$ cat config.mk
export PLATFORM = sky130hd
export DESIGN_NAME = stsa_ctrl
export DESIGN_NICKNAME = d
export VERILOG_FILES = /design/src/rtl/core/stsa_pkg.sv /design/src/rtl/core/stsa_ctrl.sv
export SDC_FILE = /design/constraint.sdc
export NUM_CORES = 1
export LEC_CHECK = 0
export ABC_AREA = 1
export BUFFER_PORTS_ARGS = -buffer_cell sky130_fd_sc_hd__buf_2
export CAP_MARGIN = 20
export CELL_PAD_IN_SITES_DETAIL_PLACEMENT = 1
export CELL_PAD_IN_SITES_GLOBAL_PLACEMENT = 1
export CORE_AREA = 4 4 41 43
export DETAILED_ROUTE_END_ITERATION = 16
export DIE_AREA = 0 0 45 47
export GPL_TIMING_DRIVEN = 1
export HOLD_SLACK_MARGIN = 0.1
export PLACE_DENSITY = 0.5
export SETUP_SLACK_MARGIN = 0.05
export SYNTH_ARGS = -nofsm -noshare
export SYNTH_HDL_FRONTEND = slang
export SYNTH_SLANG_ARGS = --single-unit
$ cat constraint.sdc
create_clock -name i_clk -period 1.2 [get_ports i_clk]
set_input_delay 0.18 -clock i_clk [delete_from_list [all_inputs] [get_ports i_clk]]
set_output_delay 0.18 -clock i_clk [all_outputs]
set_load 0.01 [all_outputs]
$ cat src/rtl/core/stsa_pkg.sv
`timescale 1ns / 1ps
`default_nettype none
// ----------------------------------------------------------------------------
// stsa_pkg
// Shared types and constants of the sparse transpose scatter-accumulate unit:
// command codes, controller states, field widths and the control bundle that
// the controller hands to the datapath.
// ----------------------------------------------------------------------------
package stsa_pkg;

    // Field widths of one input beat and one result beat.
    localparam int CMD_W   = 2;
    localparam int IDX_W   = 10;
    localparam int MAT_W   = 32;
    localparam int XV_W    = 32;
    localparam int VAL_W   = 48;
    localparam int PROD_W  = MAT_W + XV_W;
    localparam int FRAC_W  = 16;

    // Bit positions of the fields inside the slave-side tdata.
    localparam int IN_CMD_LO = 0;
    localparam int IN_IDX_LO = IN_CMD_LO + CMD_W;
    localparam int IN_MAT_LO = IN_IDX_LO + IDX_W;
    localparam int IN_XV_LO  = IN_MAT_LO + MAT_W;
    localparam int IN_LD_LO  = IN_XV_LO + XV_W;
    localparam int IN_USED_W = IN_LD_LO + VAL_W;
    localparam int IN_DATA_W = ((IN_USED_W + 7) / 8) * 8;

    // Bit positions of the fields inside the master-side tdata.
    localparam int OUT_IDX_LO = 0;
    localparam int OUT_VAL_LO = OUT_IDX_LO + IDX_W;
    localparam int OUT_USED_W = OUT_VAL_LO + VAL_W;
    localparam int OUT_DATA_W = ((OUT_USED_W + 7) / 8) * 8;

    // Command codes carried in the lowest bits of an input beat.
    typedef enum logic [CMD_W-1:0] {
        CMD_LOAD = 2'd0,
        CMD_ACC  = 2'd1,
        CMD_READ = 2'd2
    } t_cmd;

    // Controller states.
    typedef enum logic [1:0] {
        ST_IDLE,
        ST_ACC,
        ST_READ
    } t_state;

    // Strobes from the controller to the datapath.
    typedef struct packed {
        logic capture;   // latch index, range flag and product of the accepted beat
        logic load_wr;   // write the load value of the accepted beat
        logic rd_en;     // read the store entry of the accepted beat
        logic acc_wr;    // write back the saturated sum
        logic out_load;  // move the read entry into the output register
    } t_dp_ctl;

endpackage
`default_nettype wire

$ cat src/rtl/core/stsa_ctrl.sv
`timescale 1ns / 1ps
`default_nettype none
// ----------------------------------------------------------------------------
// stsa_ctrl
// Controller of the scatter-accumulate unit. Sequences one command at a time
// through the datapath and owns the result-valid flag of the master side.
// ----------------------------------------------------------------------------
module stsa_ctrl (
    input  wire logic                         i_clk,
    input  wire logic                         i_rst_n,
    input  wire logic                         i_s_tvalid,
    input  wire logic [stsa_pkg::CMD_W-1:0]   i_cmd,
    output logic                              o_s_tready,
    output logic                              o_m_tvalid,
    input  wire logic                         i_m_tready,
    output stsa_pkg::t_dp_ctl                 o_ctl
);

    stsa_pkg::t_state r_state;
    stsa_pkg::t_state n_state;
    logic             r_out_valid;
    logic             n_out_valid;
    logic             accept;
    logic             out_free;

    assign o_s_tready = (r_state == stsa_pkg::ST_IDLE);
    assign accept     = i_s_tvalid && o_s_tready;
    assign out_free   = !r_out_valid || i_m_tready;

    // Next state.
    always_comb begin
        n_state = r_state;
        case (r_state)
            stsa_pkg::ST_IDLE: begin
                if (accept) begin
                    case (stsa_pkg::t_cmd'(i_cmd))
                        stsa_pkg::CMD_ACC:  n_state = stsa_pkg::ST_ACC;
                        stsa_pkg::CMD_READ: n_state = stsa_pkg::ST_READ;
                        default:            n_state = stsa_pkg::ST_IDLE;
                    endcase
                end
            end
            stsa_pkg::ST_ACC: begin
                n_state = stsa_pkg::ST_IDLE;
            end
            stsa_pkg::ST_READ: begin
                if (out_free) begin
                    n_state = stsa_pkg::ST_IDLE;
                end
            end
            default: n_state = stsa_pkg::ST_IDLE;
        endcase
    end

    // Datapath strobes.
    always_comb begin
        o_ctl = '0;
        case (r_state)
            stsa_pkg::ST_IDLE: begin
                if (accept) begin
                    o_ctl.capture = 1'b1;
                    case (stsa_pkg::t_cmd'(i_cmd))
                        stsa_pkg::CMD_LOAD: o_ctl.load_wr = 1'b1;
                        stsa_pkg::CMD_ACC:  o_ctl.rd_en   = 1'b1;
                        stsa_pkg::CMD_READ: o_ctl.rd_en   = 1'b1;
                        default:            o_ctl.rd_en   = 1'b0;
                    endcase
                end
            end
            stsa_pkg::ST_ACC: begin
                o_ctl.acc_wr = 1'b1;
            end
            stsa_pkg::ST_READ: begin
                o_ctl.out_load = out_free;
            end
            default: o_ctl = '0;
        endcase
    end

    // Result-valid flag: set when a result is loaded, cleared when taken.
    always_comb begin
        n_out_valid = r_out_valid;
        if (o_ctl.out_load) begin
            n_out_valid = 1'b1;
        end else if (i_m_tready) begin
            n_out_valid = 1'b0;
        end
    end

    always_ff @(posedge i_clk) begin
        if (!i_rst_n) begin
            r_state     <= stsa_pkg::ST_IDLE;
            r_out_valid <= 1'b0;
        end else begin
            r_state     <= n_state;
            r_out_valid <= n_out_valid;
        end
    end

    assign o_m_tvalid = r_out_valid;

endmodule
`default_nettype wire

==> results of run 1 <==
## critical path, cell delays in order (launching register included)
cell and delay [ns]:
dfxtp_2 0.33, nor2_4 0.12, nand2_2 0.08, nor2_1 0.08, buf_2 0.13
## sequential cells by signal, indices dropped and copies added (netlist names)
register,flops
o_m_tvalid,1
r_state,2
## final cells by class
type	count	area, sq um
fill	183	971
multi-input combinational	17	121
sequential	3	62.6
tap	15	18.8
clock buffer	4	26.3
timing repair buffer	13	67.6
inverter	9	33.8
## worst max-delay path by stage
stage / endpoint / slack, ns / depth (start not counted)
finish: o_ctl[2] / 0.04 / 4
global route: o_ctl[3] / -0.06 / 4
CTS: o_ctl[3] / 0.03 / 4
detailed placement: o_ctl[2] / 0.18 / 6
global placement: o_ctl[2] / 0.18 / 6
floorplan: o_ctl[2] / 0.22 / 3
## placed cells by master, fill, tap and decap left out
cell type  Yosys  layout
a21oi_2        1       1
buf_2          0      12
buf_4          1       1
clkbuf_1       0       1
clkbuf_4       0       3
dfxtp_1        3       1
dfxtp_2        0       2
ha_1           3       3
inv_1          8       8
inv_2          1       1
nand2_1        3       2
nand2_2        0       1
nand3_1        1       1
nor2_1         5       4
nor2_2         2       2
nor2_4         0       1
nor3_2         0       1
o21a_1         1       1
## power by group
| part | total [mW] | internal [mW] | switching (mW) |
|---|---|---|---|
| Clock | 0.177 | 0.125 | 0.0523 |
| Sequential | 0.107 | 0.103 | 0.00323 |
| Combinational | 0.0556 | 0.0256 | 0.0300 |
| Total | 0.339 | 0.254 | 0.0855 |
## stage by stage
step,util (%),total power [mW]
floorplan,-,0.135
CTS,24.8,0.348
detailed placement,21.4,0.158
global route,25.4,0.363
finish,25.4,0.339
global placement,21.4,0.159
## cell families (layout without fill, tap and decap cells)
family / count (synthesis) / after routing / synth area share (%)
buf+inv: 10 / 26 / 19.9
flops: 3 / 3 / 28.9
compound gates: 2 / 2 / 7.83
fa+ha+maj: 3 / 3 / 18.1
simple gates: 12 / 12 / 25.3
## routing by layer
metal / GRT usage (%) / wire length (um) / vias up
met3: 6.13 / 76 / 0
li1: - / - / 116
met2: 6.78 / 163 / 13
met4: 5.26 / 0 / 0
met5: 0 / 0 / -
met1: 6.59 / 246 / 90
## what timing repair did
action	CTS	global route
endpoints found under the hold margin	0	0
gates resized for setup	4	2
endpoints found under the setup margin	4	5
pin swaps	1	1
buffers inserted	1	0
==> results.txt, run 1 <==
R2R depth: 4
initial antenna violation count: 0
CTS tree: yes
first-pass GRT wire length: 828 um
CP Max Fanout: 4
unrepaired setup endpoints after global routing: true
worst-skew pair later-pin latency: 0.23 ns
Max Root-Sink Buffers: 2
number of diodes: 0
worst r2r src: r_state[1]
pre-CTS setup slack: 0.179 ns
Fmax achieved: 0.863 GHz
Cells after DPL: 56
CTS Root Cell: clkbuf_4
CP arrival: 0.98 ns
Rel. slew slack: 89.6%
Port Buffers: 12
PwrDens: 1030 nW/um^2
post-synth top area cell: dfxtp_1
DR DRC count: 0
gr usage total: 6.16%
clk sink count: 3
number of synthesized flops with an enable pin: 0
critical path type: reg2out
max-cap violation count: 0
Iteration-0 DRC Markers: 2
Crit. End Element: primary output
final hold vios: 0
fin crit share: 96.5%
worst path required time: 1.02 ns
Die W: 45 um
DR vias/cell: 3.59
FFs w/ async S/R, synth: 0%
hold path cells: 3
fin worst setup slack: 0.0417 ns
register bit total from synthesis: 3
worst hold slack: 0.190 ns
Starting Density: 16.0%
ANT nets after route: 0
layout cells sized above 1: 54.3%
Final Slew Violations: 0
Area growth syn-to-layout: 59.0%
top cell type's share of synthesized area: 28.9%
Peak VDD IR: 0.000278 V
Core Region: 1300 sq um
clock-pin slew on the worst setup and hold paths: 0.04 ns
Hold Path Class: in2reg
num ports: 13
RR Endpoint: r_state[1]
reg-to-reg slack, setup: 0.37 ns
top cells by count, synth: inv_1 (8), nor2_1 (5), dfxtp_1 (3), ha_1 (3), nand2_1 (3)
synthesized cell area: 208 sq um
first drt pass iteration count: 2
final instance area: 330 sq um
Primary FF master, synth: dfxtp_1
Setup-failing EPs final: 0
vias in the first global route: 226
Synth warnings: 0
Lkg Pwr: 0.183 nW
GRT overflow: 0
sequential fraction of the synthesis area: 28.9%
H-tree Lvls: 1
die area: 2120 sq um
Crit. Startpoint: r_state[1]
Nets: 56
placed cell area: 279 sq um
via count: 219
TritonCTS Buffers: 3
setup TNS: 0 ns
Setup Skew: 0.00341 ns
hold_buf cts: 0
min-delay src: i_rst_n
Syn Area/Cell: 6.92 sq um
Die Y: 47 um
largest net degree at the start of global routing: 5
Critical Path Start Type: flip-flop
Total Wirelength: 486 um
status: finished, final reports clean
Worst Hold End: r_state[1]
row count: 13
Synth cell types: 12
Syn Inst Count: 30
Mapped Nets: 39
synth top area cells: dfxtp_1 (29%), ha_1 (18%), inv_1 (14%), nor2_1 (9.0%), nor2_2 (6.0%)
Worst Tran Pin Value: 0.156 ns
Final GP Congestion: 0.654
hpwl dp: 399 um
average wire per cell in the routed design: 7.97 um
most common cell in the netlist: inv_1
minimum clock period: 1.16 ns
Non-Filler Instances: 61
No activity file was read; power rests on OpenSTA's default activity.
==> inputs of run 2 (changes only) <==
==> constraint.sdc (replaced) <==
create_clock -name i_clk -period 1.4 [get_ports i_clk]
set_input_delay 0.21 -clock i_clk [delete_from_list [all_inputs] [get_ports i_clk]]
set_output_delay 0.21 -clock i_clk [all_outputs]
set_load 0.01 [all_outputs]
==> results.txt, run 2 (synthesis gave the netlist of run 1 again) <==
status: finished, final reports clean (unchanged)
Iteration-0 DRC Markers: 1 (was 2)
NetSw: 71.5 uW (was 85.5 uW)
crit path max-delay cell type: dfxtp_1 (was dfxtp_2)
Clock Power Share: 51.8% (was 52.2%)
placed cell area: 279 sq um (unchanged)
first drt pass iteration count: 2 (unchanged)
Hold Path Class: in2reg (unchanged)
layout cells sized above 1: 48.9% (was 54.3%)
hold_buf cts: 0 (unchanged)
Internal Power: 218 uW (was 254 uW)
Logic pwr share: 17.0% (was 16.4%)
worst-skew pair later-pin latency: 0.23 ns (about the same)
max-cap violation count: 0 (unchanged)
Peak VDD IR: 0.000237 V (was 0.000278 V)
PwrDens: 890 nW/um^2 (was 1030 nW/um^2)
Nets: 57 (was 56)
largest net degree at the start of global routing: 5 (unchanged)
hold path cells: 2 (was 3)
Area growth syn-to-layout: 56.6% (was 59.0%)
Starting Density: 16.0% (unchanged)
first-pass GRT wire length: 752 um (was 828 um)
DR vias/cell: 3.58 (was 3.59)
initial antenna violation count: 0 (unchanged)
Crit. End Element: primary output (unchanged)
via count: 222 (was 219)
TritonCTS Buffers: 3 (unchanged)
Core Region: 1300 sq um (unchanged)
CP max stage delay: 0.33 ns (about the same)
GRT overflow: 0 (unchanged)
fin crit share: 88.8%
Setup Skew: 0.00189 ns (was 0.00341 ns)
unrepaired setup endpoints after global routing: false (was true)
H-tree Lvls: 1 (unchanged)
most common cell after layout, fill and taps aside: buf_2 (unchanged)
number of diodes: 0 (unchanged)
ANT nets after route: 0 (unchanged)
Setup-failing EPs final: 0 (unchanged)
critical path type: reg2out (unchanged)
Die Y: 47 um (unchanged)
Lkg Pwr: 0.184 nW (was 0.183 nW)
Final Slew Violations: 0 (unchanged)
R2R depth: 5 (was 4)
die area: 2120 sq um (unchanged)
worst path required time: 1.19 ns (was 1.02 ns)
Max Root-Sink Buffers: 2 (unchanged)
Top reg by flops: r_state (unchanged)
Critical Path Start Type: flip-flop (unchanged)
CP Max Fanout: 4 (unchanged)
worst path cell trace: nor2_2 -> nand2_2 -> nor2_1 -> buf_2 (was nor2_4 -> nand2_2 -> nor2_1 -> buf_2)
DR DRC count: 0 (unchanged)
final instance area: 325 sq um (was 330 sq um)
Total Wirelength: 480 um (was 486 um)
Fmax achieved: 0.804 GHz
max FFs per register: 2 (unchanged)
row count: 13 (unchanged)
Seq pwr share: 31.2% (was 31.4%)
Rel. slew slack: 87.7% (was 89.6%)
final hold vios: 0 (unchanged)
Non-Filler Instances: 62 (was 61)
Power Total: 290 uW (was 339 uW)
gr usage total: 5.69% (was 6.16%)
Final GP Congestion: 0.625 (was 0.654)
hpwl dp: 397 um (was 399 um)
vias in the first global route: 207 (was 226)
Port Buffers: 12 (unchanged)
switch share: 24.7% (was 25.2%)
clock-pin slew on the worst setup and hold paths: 0.04 ns (about the same)
CTS Root Cell: clkbuf_4 (unchanged)
final core area utilization: 25.0% (was 25.4%)
average wire per cell in the routed design: 7.74 um (was 7.97 um)
Cells after DPL: 56 (unchanged)
num ports: 13 (unchanged)
setup TNS: 0 ns (unchanged)
clk sink count: 3 (unchanged)
Worst Tran Pin Value: 0.184 ns (was 0.156 ns)
Die W: 45 um (unchanged)
minimum clock period: 1.24 ns
commonest non-fill, non-tap cells in the layout: buf_2 (12), inv_1 (8), nor2_1 (4) (unchanged)
CTS tree: yes (unchanged)
CP arrival: 1.03 ns (was 0.98 ns)
run 2: changes by cell type in the layout (fill, tap and decap cells not counted), sizes merged:
cell | previous run | this run
buf | 13 | 14
run 2: area by class of cell:
type                    instances  area, sq um
multi-input cells              17          111
clock buffers                   4         26.3
flip-flops and latches          3         60.1
well taps                      15         18.8
fillers                       177          976
inverters                       9         33.8
repair buffers                 14         75.1
run 2: worst max-delay path, delay by kind of cell (launching register included):
family / cells / cell delay (ns)
buffers and inverters: 1 / 0.13
and+or+nand+nor: 3 / 0.35
DFF: 1 / 0.33
run 2: path summary, 6_finish.rpt:
check,to,start,slack [ns]
min reg2reg,r_state[1],o_m_tvalid,0.56
min,o_m_tvalid,i_rst_n,0.21
max reg2reg,r_state[1],r_state[0],0.45
max,o_ctl[3],r_state[0],0.16
run 2: power groups by stage:
stage	Sequential [mW]	Combinational [mW]	Clock (mW)
floorplan	0.0917	0.0240	0
global placement	0.0917	0.0437	0
detailed placement	0.0917	0.0434	0
CTS	0.0903	0.0437	0.161
global route	0.0907	0.0559	0.169
finish	0.0903	0.0492	0.150
run 2: per-layer routing:
metal  vias to the layer above  part of all wire, %  track usage [%]  routed length, um
li1                        119                    -                -                  -
met5                         -                    0                0                  0
met1                        90                   43             5.91                204
met3                         0                   22             6.13                107
met4                         0                    0             5.26                  0
met2                        13                   35             5.93                169
run 2: per-stage QoR:
| step | setup WS [ns] | hold WS, ns |
|---|---|---|
| detailed placement | 0.323 | 0.449 |
| global route | 0.0708 | 0.202 |
| finish | 0.157 | 0.209 |
| floorplan | 0.390 | 0.328 |
| global placement | 0.333 | 0.448 |
| CTS | 0.110 | 0.202 |
run 2: timing repair:
item	4_1_cts	5_1_grt
gates resized for setup	0	2
buffers inserted	0	2
setup endpoints to repair	0	2
==> inputs of run 3 (changes only) <==
--- a/config.mk
+++ b/config.mk
@@ -10,9 +10,9 @@
 export CAP_MARGIN = 20
 export CELL_PAD_IN_SITES_DETAIL_PLACEMENT = 1
 export CELL_PAD_IN_SITES_GLOBAL_PLACEMENT = 1
-export CORE_AREA = 4 4 41 43
+export CORE_AREA = 2 2 39 41
 export DETAILED_ROUTE_END_ITERATION = 16
-export DIE_AREA = 0 0 45 47
+export DIE_AREA = 0 0 41 43
 export GPL_TIMING_DRIVEN = 1
 export HOLD_SLACK_MARGIN = 0.1
 export PLACE_DENSITY = 0.5
==> results.txt, run 3 (synthesis gave the netlist of run 1 again) <==
number of diodes: 0 (unchanged)
first-pass GRT wire length: 621 um (was 752 um)
status: finished, final reports clean (unchanged)
NetSw: 70.1 uW (was 71.5 uW)
Setup Fix Bufs, Post-CTS: 0 (unchanged)
initial antenna violation count: 0 (unchanged)
TritonCTS Buffers: 3 (unchanged)
max-cap violation count: 0 (unchanged)
Critical Path Start Type: flip-flop (unchanged)
Area growth syn-to-layout: 51.2% (was 56.6%)
Max Root-Sink Buffers: 2 (unchanged)
ANT nets after route: 0 (unchanged)
Die W: 41 um (was 45 um)
via count: 214 (was 222)
Internal Power: 215 uW (was 218 uW)
GRT overflow: 0 (unchanged)
worst-skew pair later-pin latency: 0.23 ns (about the same)
CTS tree: yes (unchanged)
Setup-failing EPs final: 0 (unchanged)
H-tree Lvls: 1 (unchanged)
final instance area: 314 sq um (was 325 sq um)
setup TNS: 0 ns (unchanged)
Core Region: 1380 sq um (was 1300 sq um)
Port Buffers: 12 (unchanged)
first drt pass iteration count: 1 (was 2)
Worst Tran Pin Value: 0.209 ns (was 0.184 ns)
Starting Density: 15.0% (was 16.0%)
DR DRC count: 0 (unchanged)
Fmax achieved: 0.814 GHz (was 0.804 GHz)
final core area utilization: 22.7% (was 25.0%)
Final GP Congestion: 0.569 (was 0.625)
hpwl dp: 362 um (was 397 um)
clk sink count: 3 (unchanged)
fin worst setup slack: 0.172 ns (was 0.157 ns)
Die Y: 43 um (was 47 um)
switch share: 24.6% (was 24.7%)
placed cell area: 280 sq um (was 279 sq um)
minimum clock period: 1.23 ns (was 1.24 ns)
Lkg Pwr: 0.178 nW (was 0.184 nW)
crit path max-delay cell type: dfxtp_1 (unchanged)
PwrDens: 907 nW/um^2 (was 890 nW/um^2)
Nets: 55 (was 57)
CP max stage delay: 0.34 ns (was 0.33 ns)
pre-CTS setup slack: 0.321 ns (was 0.323 ns)
Top reg by flops: r_state (unchanged)
R2R depth: 4 (was 5)
hold path cells: 2 (unchanged)
Hold Path Class: in2reg (unchanged)
layout cells sized above 1: 44.4% (was 48.9%)
most common cell after layout, fill and taps aside: buf_2 (unchanged)
num ports: 13 (unchanged)
CP arrival: 1.02 ns (was 1.03 ns)
Iteration-0 DRC Markers: 0 (was 1)
row count: 14 (was 13)
worst path required time: 1.19 ns (about the same)
worst path cell trace: nor2_4 -> nand2_2 -> nor2_1 -> buf_2 (was nor2_2 -> nand2_2 -> nor2_1 -> buf_2)
die area: 1760 sq um (was 2120 sq um)
commonest non-fill, non-tap cells in the layout: buf_2 (12), inv_1 (8), nor2_1 (5) (was buf_2 (12), inv_1 (8), nor2_1 (4))
DR vias/cell: 3.51 (was 3.58)
Seq pwr share: 31.9% (was 31.2%)
vias in the first global route: 188 (was 207)
gr usage total: 5.71% (was 5.69%)
Crit. End Element: primary output (unchanged)
Logic pwr share: 15.4% (was 17.0%)
Setup Skew: 0.00317 ns (was 0.00189 ns)
unrepaired setup endpoints after global routing: false (unchanged)
final hold vios: 0 (unchanged)
fin crit share: 87.7% (was 88.8%)
Clock Power Share: 52.7% (was 51.8%)
Final Slew Violations: 0 (unchanged)
Peak VDD IR: 0.000169 V (was 0.000237 V)
Total Wirelength: 435 um (was 480 um)
clock-pin slew on the worst setup and hold paths: 0.04 ns (about the same)
Rel. slew slack: 86.0% (was 87.7%)
largest net degree at the start of global routing: 5 (unchanged)
CP Max Fanout: 4 (unchanged)
max FFs per register: 2 (unchanged)
hold_buf cts: 0 (unchanged)
critical path type: reg2out (unchanged)
CTS Root Cell: clkbuf_4 (unchanged)
PostCTS Resize Cnt: 0 (unchanged)
average wire per cell in the routed design: 7.13 um (was 7.74 um)
## run 3: changes by cell type in the layout (fill, tap and decap cells not counted)
| cell | delta |
|---|---|
| nor2_4 | +1 |
| buf_4 | -2 |
| nor2_1 | +1 |
| nor2_2 | -2 |
## run 3: metal layers
layer  GRT usage (%)  vias to the layer above  share of wire [%]
met5               0                        -                  0
met4            8.00                        0                  0
met3            1.57                        0                 13
met2            7.81                       10                 48
met1            5.43                       90                 39
li1                -                      114                  -
## run 3: area by class of cell
cell class,instances,area (sq um)
inverter,9,33.8
tap,16,20.0
timing repair buffer,12,60.1
clock buffer,4,26.3
fill,182,1070
multi-input combinational,17,114
sequential,3,60.1
## run 3: worst paths after layout
kind                   start  slack, ns         end
setup reg to reg  r_state[1]       0.58  r_state[1]
hold reg to reg   o_m_tvalid       0.56  r_state[1]
hold / removal       i_rst_n       0.21  o_m_tvalid
setup / recovery  r_state[1]       0.17    o_ctl[3]
## run 3: worst max-delay path, delay by kind of cell (launching register included)
kind                   cells  cell delay (ns)
DFF                        1             0.34
and+or+nand+nor            3             0.31
buffers and inverters      1             0.13
## run 3: per-stage QoR
step,power (mW),hold WS [ns],std cells
5_1_grt,0.304,0.229,61
2_1_floorplan,0.116,0.328,30
3_3_place_gp,0.135,0.454,57
3_5_place_dp,0.135,0.455,57
4_1_cts,0.293,0.210,61
6_report,0.285,0.214,61
## run 3: power by group through the flow
stage               Combinational, mW  Clock [mW]  Sequential [mW]
global route                   0.0509       0.162           0.0910
finish                         0.0439       0.150           0.0909
global placement               0.0431           0           0.0916
detailed placement             0.0438           0           0.0917
CTS                            0.0440       0.159           0.0904
floorplan                      0.0240           0           0.0917
